$ cat src/rtl/i2cm_pkg.sv
// Types and constants of the I2C register transfer master.
package i2cm_pkg;

    localparam logic [1:0] CMD_TICK  = 2'd0;
    localparam logic [1:0] CMD_WRITE = 2'd1;
    localparam logic [1:0] CMD_READ  = 2'd2;

    localparam logic [7:0] DELAY_RESET = 8'd10;

    // Bus sequencer phases.
    localparam logic [4:0] PH_IDLE    = 5'd0;
    localparam logic [4:0] PH_ST_A    = 5'd1;
    localparam logic [4:0] PH_ST_B    = 5'd2;
    localparam logic [4:0] PH_ST_C    = 5'd3;
    localparam logic [4:0] PH_TX_SET  = 5'd4;
    localparam logic [4:0] PH_TX_RISE = 5'd5;
    localparam logic [4:0] PH_AK_REL  = 5'd6;
    localparam logic [4:0] PH_AK_RISE = 5'd7;
    localparam logic [4:0] PH_AK_CHK  = 5'd8;
    localparam logic [4:0] PH_RX_REL  = 5'd9;
    localparam logic [4:0] PH_RX_RISE = 5'd10;
    localparam logic [4:0] PH_RX_SAMP = 5'd11;
    localparam logic [4:0] PH_MA_SET  = 5'd12;
    localparam logic [4:0] PH_MA_RISE = 5'd13;
    localparam logic [4:0] PH_MA_FALL = 5'd14;
    localparam logic [4:0] PH_SP_A    = 5'd15;
    localparam logic [4:0] PH_SP_B    = 5'd16;
    localparam logic [4:0] PH_SP_C    = 5'd17;

    // Which byte is on the wire.
    localparam logic [1:0] STG_ID   = 2'd0;
    localparam logic [1:0] STG_ADDR = 2'd1;
    localparam logic [1:0] STG_DATA = 2'd2;
    localparam logic [1:0] STG_RID  = 2'd3;

    typedef struct packed {
        logic [1:0] cmd;
        logic [7:0] device_id;
        logic [7:0] reg_addr;
        logic [7:0] byte_count;
        logic [7:0] wr_data;
        logic       sda_in;
    } in_t;

    typedef struct packed {
        logic       scl;
        logic       sda_out;
        logic       sda_drive;
        logic [7:0] rd_data;
        logic       rd_valid;
        logic       rd_last;
        logic       wr_taken;
        logic       busy_res;
        logic       done_res;
        logic       ok;
    } out_t;

    typedef struct packed {
        logic [4:0] phase;
        logic [2:0] bit_index;
        logic [7:0] bytes_left;
        logic [7:0] shift_byte;
        logic [7:0] delay_count;
        logic [7:0] held_id;
        logic [7:0] held_addr;
        logic [1:0] stage;
        logic       read_mode;
        logic       waiting;
        logic       pin_scl;
        logic       pin_sda;
        logic       pin_drv;
    } state_t;

    // Idle phase, stage ID, pins high and driven.
    localparam state_t STATE_RESET = '{
        phase:       PH_IDLE,
        bit_index:   3'd0,
        bytes_left:  8'd0,
        shift_byte:  8'd0,
        delay_count: 8'd0,
        held_id:     8'd0,
        held_addr:   8'd0,
        stage:       STG_ID,
        read_mode:   1'b0,
        waiting:     1'b0,
        pin_scl:     1'b1,
        pin_sda:     1'b1,
        pin_drv:     1'b1
    };

endpackage

$ cat src/rtl/i2cm_step.sv
// Next-state and result logic for one bus timing tick.
module i2cm_step (
    input  i2cm_pkg::state_t st,
    input  i2cm_pkg::in_t    tick,
    input  logic [7:0]       delay_ticks,
    output i2cm_pkg::state_t nx,
    output i2cm_pkg::out_t   res
);

    logic act;

    always_comb begin
        nx  = st;
        res = '0;
        act = 1'b0;

        if (st.phase == i2cm_pkg::PH_IDLE) begin
            if (tick.cmd == i2cm_pkg::CMD_WRITE || tick.cmd == i2cm_pkg::CMD_READ) begin
                nx.read_mode  = (tick.cmd == i2cm_pkg::CMD_READ);
                nx.held_id    = tick.device_id;
                nx.held_addr  = tick.reg_addr;
                // read of zero bytes runs as one byte
                nx.bytes_left = (nx.read_mode && tick.byte_count == 8'd0) ?
                                8'd1 : tick.byte_count;
                nx.shift_byte = tick.device_id;
                nx.stage      = i2cm_pkg::STG_ID;
                nx.bit_index  = 3'd0;
                nx.phase      = i2cm_pkg::PH_ST_A;
                act           = 1'b1;
            end
        end else if (st.waiting) begin
            if (st.delay_count == 8'd0) begin
                nx.waiting = 1'b0;
            end else begin
                nx.delay_count = st.delay_count - 8'd1;
            end
        end else begin
            act = 1'b1;
        end

        if (act) begin
            case (nx.phase)
                i2cm_pkg::PH_ST_A: begin
                    nx.pin_scl = 1'b1; nx.pin_sda = 1'b1; nx.pin_drv = 1'b1;
                    nx.phase = i2cm_pkg::PH_ST_B;
                    nx.waiting = 1'b1; nx.delay_count = delay_ticks;
                end
                i2cm_pkg::PH_ST_B: begin
                    nx.pin_sda = 1'b0;
                    nx.phase = i2cm_pkg::PH_ST_C;
                    nx.waiting = 1'b1; nx.delay_count = delay_ticks;
                end
                i2cm_pkg::PH_ST_C: begin
                    nx.pin_scl   = 1'b0;
                    nx.bit_index = 3'd0;
                    nx.phase     = i2cm_pkg::PH_TX_SET;
                end
                i2cm_pkg::PH_TX_SET: begin
                    nx.pin_scl = 1'b0; nx.pin_drv = 1'b1;
                    nx.pin_sda = nx.shift_byte[7];
                    nx.phase   = i2cm_pkg::PH_TX_RISE;
                end
                i2cm_pkg::PH_TX_RISE: begin
                    nx.pin_scl    = 1'b1;
                    nx.shift_byte = {nx.shift_byte[6:0], 1'b0};
                    nx.waiting    = 1'b1; nx.delay_count = delay_ticks;
                    if (nx.bit_index == 3'd7) begin
                        nx.phase = i2cm_pkg::PH_AK_REL;
                    end else begin
                        nx.bit_index = nx.bit_index + 3'd1;
                        nx.phase     = i2cm_pkg::PH_TX_SET;
                    end
                end
                i2cm_pkg::PH_AK_REL: begin
                    nx.pin_scl = 1'b0; nx.pin_drv = 1'b0;
                    nx.phase = i2cm_pkg::PH_AK_RISE;
                    nx.waiting = 1'b1; nx.delay_count = delay_ticks;
                end
                i2cm_pkg::PH_AK_RISE: begin
                    nx.pin_scl = 1'b1;
                    nx.phase = i2cm_pkg::PH_AK_CHK;
                    nx.waiting = 1'b1; nx.delay_count = delay_ticks;
                end
                i2cm_pkg::PH_AK_CHK: begin
                    nx.pin_scl   = 1'b0;
                    nx.bit_index = 3'd0;
                    if (tick.sda_in) begin
                        // NACK: abort, no stop
                        res.done_res = 1'b1;
                        nx.phase     = i2cm_pkg::PH_IDLE;
                    end else if (nx.stage == i2cm_pkg::STG_ID) begin
                        nx.shift_byte = nx.held_addr;
                        nx.stage      = i2cm_pkg::STG_ADDR;
                        nx.phase      = i2cm_pkg::PH_TX_SET;
                    end else if (nx.stage == i2cm_pkg::STG_RID) begin
                        nx.phase = i2cm_pkg::PH_RX_REL;
                    end else if (nx.read_mode) begin
                        nx.shift_byte = nx.held_id + 8'd1;
                        nx.stage      = i2cm_pkg::STG_RID;
                        nx.phase      = i2cm_pkg::PH_ST_A;
                    end else if (nx.bytes_left != 8'd0) begin
                        nx.shift_byte = tick.wr_data;
                        res.wr_taken  = 1'b1;
                        nx.bytes_left = nx.bytes_left - 8'd1;
                        nx.stage      = i2cm_pkg::STG_DATA;
                        nx.phase      = i2cm_pkg::PH_TX_SET;
                    end else begin
                        nx.phase = i2cm_pkg::PH_SP_A;
                    end
                end
                i2cm_pkg::PH_RX_REL: begin
                    nx.pin_scl = 1'b0; nx.pin_drv = 1'b0;
                    nx.bit_index  = 3'd0;
                    nx.shift_byte = 8'd0;
                    nx.phase = i2cm_pkg::PH_RX_RISE;
                    nx.waiting = 1'b1; nx.delay_count = delay_ticks;
                end
                i2cm_pkg::PH_RX_RISE: begin
                    nx.pin_scl = 1'b1;
                    nx.phase = i2cm_pkg::PH_RX_SAMP;
                    nx.waiting = 1'b1; nx.delay_count = delay_ticks;
                end
                i2cm_pkg::PH_RX_SAMP: begin
                    nx.shift_byte = {nx.shift_byte[6:0], tick.sda_in};
                    nx.pin_scl    = 1'b0;
                    nx.waiting    = 1'b1; nx.delay_count = delay_ticks;
                    if (nx.bit_index == 3'd7) begin
                        nx.phase = i2cm_pkg::PH_MA_SET;
                    end else begin
                        nx.bit_index = nx.bit_index + 3'd1;
                        nx.phase     = i2cm_pkg::PH_RX_RISE;
                    end
                end
                i2cm_pkg::PH_MA_SET: begin
                    nx.pin_scl = 1'b0; nx.pin_drv = 1'b1;
                    res.rd_last  = (nx.bytes_left <= 8'd1);
                    nx.pin_sda   = res.rd_last;
                    res.rd_valid = 1'b1;
                    res.rd_data  = nx.shift_byte;
                    nx.phase     = i2cm_pkg::PH_MA_RISE;
                end
                i2cm_pkg::PH_MA_RISE: begin
                    nx.pin_scl = 1'b1;
                    nx.phase = i2cm_pkg::PH_MA_FALL;
                    nx.waiting = 1'b1; nx.delay_count = delay_ticks;
                end
                i2cm_pkg::PH_MA_FALL: begin
                    nx.pin_scl = 1'b0;
                    if (nx.bytes_left != 8'd0) begin
                        nx.bytes_left = nx.bytes_left - 8'd1;
                    end
                    nx.phase = (nx.bytes_left == 8'd0) ? i2cm_pkg::PH_SP_A
                                                       : i2cm_pkg::PH_RX_REL;
                end
                i2cm_pkg::PH_SP_A: begin
                    nx.pin_drv = 1'b1; nx.pin_sda = 1'b0;
                    nx.phase = i2cm_pkg::PH_SP_B;
                    nx.waiting = 1'b1; nx.delay_count = delay_ticks;
                end
                i2cm_pkg::PH_SP_B: begin
                    nx.pin_scl = 1'b1;
                    nx.phase = i2cm_pkg::PH_SP_C;
                    nx.waiting = 1'b1; nx.delay_count = delay_ticks;
                end
                i2cm_pkg::PH_SP_C: begin
                    nx.pin_sda   = 1'b1;
                    res.done_res = 1'b1;
                    res.ok       = 1'b1;
                    nx.phase     = i2cm_pkg::PH_IDLE;
                end
                default: begin
                    nx.phase   = i2cm_pkg::PH_IDLE;
                    nx.waiting = 1'b0;
                end
            endcase
        end

        if (nx.phase == i2cm_pkg::PH_IDLE) begin
            nx.waiting     = 1'b0;
            nx.delay_count = 8'd0;
        end

        res.scl       = nx.pin_scl;
        res.sda_out   = nx.pin_sda;
        res.sda_drive = nx.pin_drv;
        res.busy_res  = (nx.phase != i2cm_pkg::PH_IDLE);
    end

endmodule

$ cat src/rtl/i2c_master_register_transfer_top.sv
// Top level of the I2C register transfer master: state, config and output registers.
// Each transaction on the s_ channel is one bus timing tick and yields exactly one
// transaction on the m_ channel, carrying the pin levels after that tick plus the
// read/write/done status. A write sends START, device ID, register address and
// byte_count data bytes, then STOP; a read adds a repeated START with ID+1 and
// receives byte_count bytes (zero counts as one), NACKing the last. A NACK on a sent
// byte aborts at once without STOP and reports done with ok low. Rate: one tick per
// clock; the registered result follows in the next cycle. s_ready stays high unless
// the output register holds a result that m_ready has not yet taken, so a sink that
// always accepts sees one tick in every cycle. The delay_ticks register (reset 10)
// sets every bus delay to delay_ticks+1 ticks; write it only while idle (unchecked).
module i2c_master_register_transfer_top (
    input  logic                aclk,
    input  logic                aresetn,
    // tick input
    input  logic                s_valid,
    output logic                s_ready,
    input  i2cm_pkg::in_t       s_data,
    // result output
    output logic                m_valid,
    input  logic                m_ready,
    output i2cm_pkg::out_t      m_data,
    // delay_ticks write port
    input  logic                cfg_valid,
    output logic                cfg_ready,
    input  logic [7:0]          cfg_data
);

    i2cm_pkg::state_t state_reg;
    i2cm_pkg::state_t state_next;
    i2cm_pkg::out_t   res_next;
    i2cm_pkg::out_t   m_data_reg;
    logic             m_valid_reg;
    logic [7:0]       delay_ticks_reg;
    logic             s_fire;

    // Output register empty, or being drained this cycle.
    assign s_ready   = !m_valid_reg || m_ready;
    assign s_fire    = s_valid && s_ready;
    assign cfg_ready = 1'b1;
    assign m_valid   = m_valid_reg;
    assign m_data    = m_data_reg;

    i2cm_step u_step (
        .st          (state_reg),
        .tick        (s_data),
        .delay_ticks (delay_ticks_reg),
        .nx          (state_next),
        .res         (res_next)
    );

    // Config register.
    always_ff @(posedge aclk) begin
        if (!aresetn) begin
            delay_ticks_reg <= i2cm_pkg::DELAY_RESET;
        end else if (cfg_valid) begin
            delay_ticks_reg <= cfg_data;
        end
    end

    // Transfer state advances once per accepted tick.
    always_ff @(posedge aclk) begin
        if (!aresetn) begin
            state_reg <= i2cm_pkg::STATE_RESET;
        end else if (s_fire) begin
            state_reg <= state_next;
        end
    end

    // Result register: valid flag under reset, payload loads on accept.
    always_ff @(posedge aclk) begin
        if (!aresetn) begin
            m_valid_reg <= 1'b0;
        end else if (s_fire) begin
            m_valid_reg <= 1'b1;
        end else if (m_ready) begin
            m_valid_reg <= 1'b0;
        end
    end

    always_ff @(posedge aclk) begin
        if (s_fire) begin
            m_data_reg <= res_next;
        end
    end

endmodule

$ cat config.mk
export PLATFORM = sky130hd
export DESIGN_NAME = i2c_master_register_transfer_top
export DESIGN_NICKNAME = d
export VERILOG_FILES = /design/src/rtl/i2cm_pkg.sv /design/src/rtl/i2cm_step.sv /design/src/rtl/i2c_master_register_transfer_top.sv
export SDC_FILE = /design/constraint.sdc
export NUM_CORES = 1
export LEC_CHECK = 0
export ABC_AREA = 1
export BUFFER_PORTS_ARGS = -buffer_cell sky130_fd_sc_hd__buf_2
export CAP_MARGIN = 40
export CORE_MARGIN = 3
export CORE_UTILIZATION = 45
export CTS_BUF_LIST = sky130_fd_sc_hd__clkbuf_8
export CTS_CLUSTER_DIAMETER = 80
export CTS_CLUSTER_SIZE = 8
export DETAILED_ROUTE_END_ITERATION = 7
export GPL_TIMING_DRIVEN = 0
export PLACE_DENSITY_LB_ADDON = 0.08
export SYNTH_ARGS = -nofsm -noshare
export SYNTH_HDL_FRONTEND = slang
export SYNTH_SLANG_ARGS = --single-unit
$ cat constraint.sdc
create_clock -name aclk -period 3.3 [get_ports aclk]
set_clock_uncertainty 0.2 [all_clocks]
set_input_delay 0.33 -clock aclk [delete_from_list [all_inputs] [get_ports aclk]]
set_output_delay 0.33 -clock aclk [all_outputs]
set_load 0.05 [all_outputs]
==> flow_results.xml <==
<?xml version="1.0" encoding="UTF-8"?>
<metrics>
  <group name="job">
    <metric name="drv_cap" unit="">0</metric>
  </group>
  <group name="timing">
    <metric name="holdWs" unit="ns">0.0261</metric>
    <metric name="timing.final.crit_period" unit="ns">3.23</metric>
    <metric name="timing_worst_slew_pin_value" unit="ns">1.02</metric>
    <metric name="max_freq" unit="GHz">0.310</metric>
    <metric name="timing.final.hold_violations" unit="">0</metric>
    <metric name="slew_headroom" unit="%">31.2</metric>
    <metric name="setup-violations-final" unit="">0</metric>
    <metric name="period_share" unit="%">97.7</metric>
    <metric name="drv_slew" unit="">0</metric>
    <metric name="unrepaired_setup_endpoints_after_global_routing" unit="">yes</metric>
  </group>
  <group name="die">
    <metric name="placement_rows" unit="">39</metric>
    <metric name="floorplan.die.width" unit="µm">117</metric>
    <metric name="io-pin-count" unit="">68</metric>
    <metric name="total_die_area" unit="µm²">13700</metric>
    <metric name="die_y" unit="µm">117</metric>
    <metric name="start_util" unit="%">47.3</metric>
    <metric name="placeableCoreArea" unit="µm²">11700</metric>
  </group>
  <group name="synthesis">
    <metric name="synthMostInstantiatedCell" unit="">nand2_1</metric>
    <metric name="synthDominantAreaCellType" unit="">dfxtp_1</metric>
    <metric name="synth.lib_cells_used.distinct" unit="">44</metric>
    <metric name="syn-instance-count" unit="">845</metric>
    <metric name="avgSynthCellArea" unit="µm²">6.55</metric>
    <metric name="synthArstFlopShare" unit="%">0</metric>
    <metric name="post_synth_edffs" unit="">17</metric>
    <metric name="synthDominantCellAreaShare" unit="%">23.2</metric>
    <metric name="synth_sequential_area_ratio" unit="%">32.4</metric>
    <metric name="mappedNetlistNets" unit="">902</metric>
    <metric name="ys.flop_type" unit="">dfxtp_1</metric>
    <metric name="synth_top_cells_by_count" unit="">nand2_1, inv_1, o21ai_0</metric>
    <metric name="yosys_warnings" unit="">0</metric>
    <metric name="syn-cell-area" unit="µm²">5530</metric>
    <metric name="synth_area_leaders" unit="">dfxtp_1, nand2_1, o21ai_0</metric>
    <metric name="synth_seq_cells" unit="">81</metric>
  </group>
  <group name="run_status">
    <metric name="outcome" unit="">finished clean</metric>
  </group>
  <group name="clocking">
    <metric name="clockRootBuffer" unit="">clkbuf_8</metric>
    <metric name="clock_tree_from_tritoncts" unit="">built</metric>
    <metric name="cts_max_level" unit="">3</metric>
    <metric name="clock_path_buffers" unit="">2</metric>
    <metric name="total_cts_buffers" unit="">9</metric>
    <metric name="clk_latency" unit="ns">0.38</metric>
    <metric name="clkSinkCount" unit="">81</metric>
    <metric name="cts_clk_pin_slew_worst_paths" unit="ns">0.09</metric>
  </group>
  <group name="layout">
    <metric name="largest_register_ff_count" unit="">55</metric>
    <metric name="fin_cells" unit="">1102</metric>
    <metric name="antenna_cells_inserted" unit="">0</metric>
    <metric name="layout_overhead_on_the_synthesized_area" unit="%">22.4</metric>
    <metric name="fraction_of_final_layout_cells_with_drive_strength_greater_than_1" unit="%">19.4</metric>
    <metric name="nets" unit="">1011</metric>
  </group>
  <group name="worst_setup_path">
    <metric name="critical_path_startpoint_category" unit="">flop</metric>
    <metric name="cp_slowest_cell" unit="">dfxtp_2</metric>
    <metric name="worst_setup_path_end_kind" unit="">flop</metric>
    <metric name="critPathArrivalTime" unit="ns">3.17</metric>
    <metric name="criticalPathCategory" unit="">reg2reg</metric>
    <metric name="worst_ep_required" unit="ns">3.24</metric>
    <metric name="most_used_cell_along_the_critical_path" unit="">nand2_1</metric>
    <metric name="crit_family" unit="">simple AND/OR/NAND/NOR gates</metric>
    <metric name="worstPathCellList" unit="">nor2_4, buf_4, inv_2, nor2_8, nand2_1, nand2_2, inv_2, ha_4, nand3_4, nor2_4, nand3_4, buf_8, nand2_1, nand2_1, nand2_1, nand2_1, nand4_1, nor2_4, nand3_4, or2_1</metric>
    <metric name="critical_path.max_stage_delay" unit="ns">0.37</metric>
    <metric name="cp.buffers_inverters" unit="">4</metric>
    <metric name="crit_path_max_fanout" unit="">6</metric>
  </group>
  <group name="grt">
    <metric name="grt-ovfl-total" unit="">0</metric>
    <metric name="global_route_wire_length_before_repair" unit="mm">29.9</metric>
    <metric name="grt_antenna_before_repair" unit="">0</metric>
    <metric name="grtUsageTotal" unit="%">28.6</metric>
    <metric name="first_global_vias" unit="">5578</metric>
    <metric name="grt_max_degree" unit="">20</metric>
  </group>
  <group name="drt">
    <metric name="wl_per_cell" unit="µm">17.4</metric>
    <metric name="post-route-drc-count" unit="">0</metric>
    <metric name="ant_nets" unit="">0</metric>
    <metric name="first_pass_iters" unit="">7</metric>
    <metric name="via_per_inst" unit="">5.60</metric>
    <metric name="route.final.wire_length" unit="mm">19.2</metric>
    <metric name="initialDrtViolationCount" unit="">594</metric>
    <metric name="via_count" unit="">6166</metric>
  </group>
  <group name="place">
    <metric name="place_congestion" unit="">0.965</metric>
    <metric name="dp.cells" unit="">1056</metric>
    <metric name="detailedPlacementHpwl" unit="mm">13.9</metric>
    <metric name="place.port_buffers" unit="">65</metric>
  </group>
  <group name="power">
    <metric name="total_power_density_per_cell_area" unit="nW/µm²">522</metric>
    <metric name="reported_leakage_power" unit="nW">3.11</metric>
    <metric name="peakVddDrop" unit="V">0.000338</metric>
  </group>
  <group name="hold_path">
    <metric name="holdCritPathClass" unit="">in2reg</metric>
  </group>
</metrics>
power by group:
part | internal, mW | total [mW] | switching (mW)
Clock | 0.365 | 0.756 | 0.391
Sequential | 1.11 | 1.16 | 0.0517
Combinational | 0.567 | 1.62 | 1.05
layer usage:
layer / share of wire, % / GRT usage [%] / wire, µm
met1: 48 / 42.9 / 9130
met2: 44 / 42.1 / 8360
met3: 6.4 / 3.80 / 1230
met4: 2.5 / 9.71 / 478
met5: 0 / 0 / 0
cell usage in the layout (no fill, tap or decap), types with 9 or more instances in the layout:
master    count
buf_2        68
nand2_1     177
dfxtp_1      61
inv_1       103
clkbuf_8     10
clkbuf_1     22
buf_4        21
nor2_1       81
o21ai_0     102
edfxtp_1     17
o21bai_1     10
nand3_1      37
nor2_4        9
o21ai_1      11
o211ai_1     11
a21oi_1      80
metrics by stage:
step / util (%) / instance area (µm²) / power (mW) / TNS [ns] / setup slack [ns]
after floorplan: - / 5540 / 2.15 / 0 / 0.0661
after global placement: 51.6 / 6040 / 2.51 / -13.39 / -0.779
after detailed placement: 51.8 / 6060 / 2.53 / -13.55 / -0.778
after CTS: 55.6 / 6510 / 3.39 / 0 / 0.0228
after global routing: 57.8 / 6770 / 3.75 / -0.479 / -0.0703
final: 57.8 / 6770 / 3.54 / 0 / 0.0749
worst paths after layout:
kind	start	to	slack, ns	depth (start not counted)
min	cfg_data[4]	delay_ticks_reg[4]$_SDFFE_PN0P_	0.03	3
min reg2reg	state_reg[32]$_SDFFE_PN0P_	state_reg[32]$_SDFFE_PN0P_	0.27	2
max	state_reg[51]$_SDFFE_PN0P_	m_data[2]$_DFFE_PP_	0.07	20
max reg2reg	state_reg[51]$_SDFFE_PN0P_	m_data[2]$_DFFE_PP_	0.07	20
kinds of logic (layout without fill, tap and decap cells):
group / after synthesis / after routing / synth area share, %
fa+ha+maj: 9 / 9 / 2.03
compound gates: 243 / 243 / 24.4
flops: 81 / 81 / 32.4
other cells: 1 / 1 / 0.0678
buf+inv: 146 / 259 / 10.8
xor+xnor: 7 / 7 / 1.11
simple gates: 358 / 359 / 29.2
tightest hold or removal path, delay by kind of cell:
family	cells	cell delay [ns]
AOI/OAI and AO/OA	2	0.17
buffers and inverters	1	0.07
final cells by class:
type	instances	area, µm²
Timing Repair Buffer	99	644
Fill cell	1155	4940
Tap cell	143	179
Clock inverter	6	58.8
Multi-Input combinational cell	619	3330
Buffer	32	189
Inverter	112	439
Sequential cell	81	1800
Clock buffer	10	138
timing repair:
item / in CTS / in global routing
hold buffers: 7 / 0
gates resized for setup: 24 / 38
pin swaps: 9 / 18
buffers inserted: 10 / 12
setup endpoints to repair: 32 / 22
endpoints found under the hold margin: 7 / 0
cloned: 2 / 1
No activity file was read; power rests on OpenSTA's default activity.
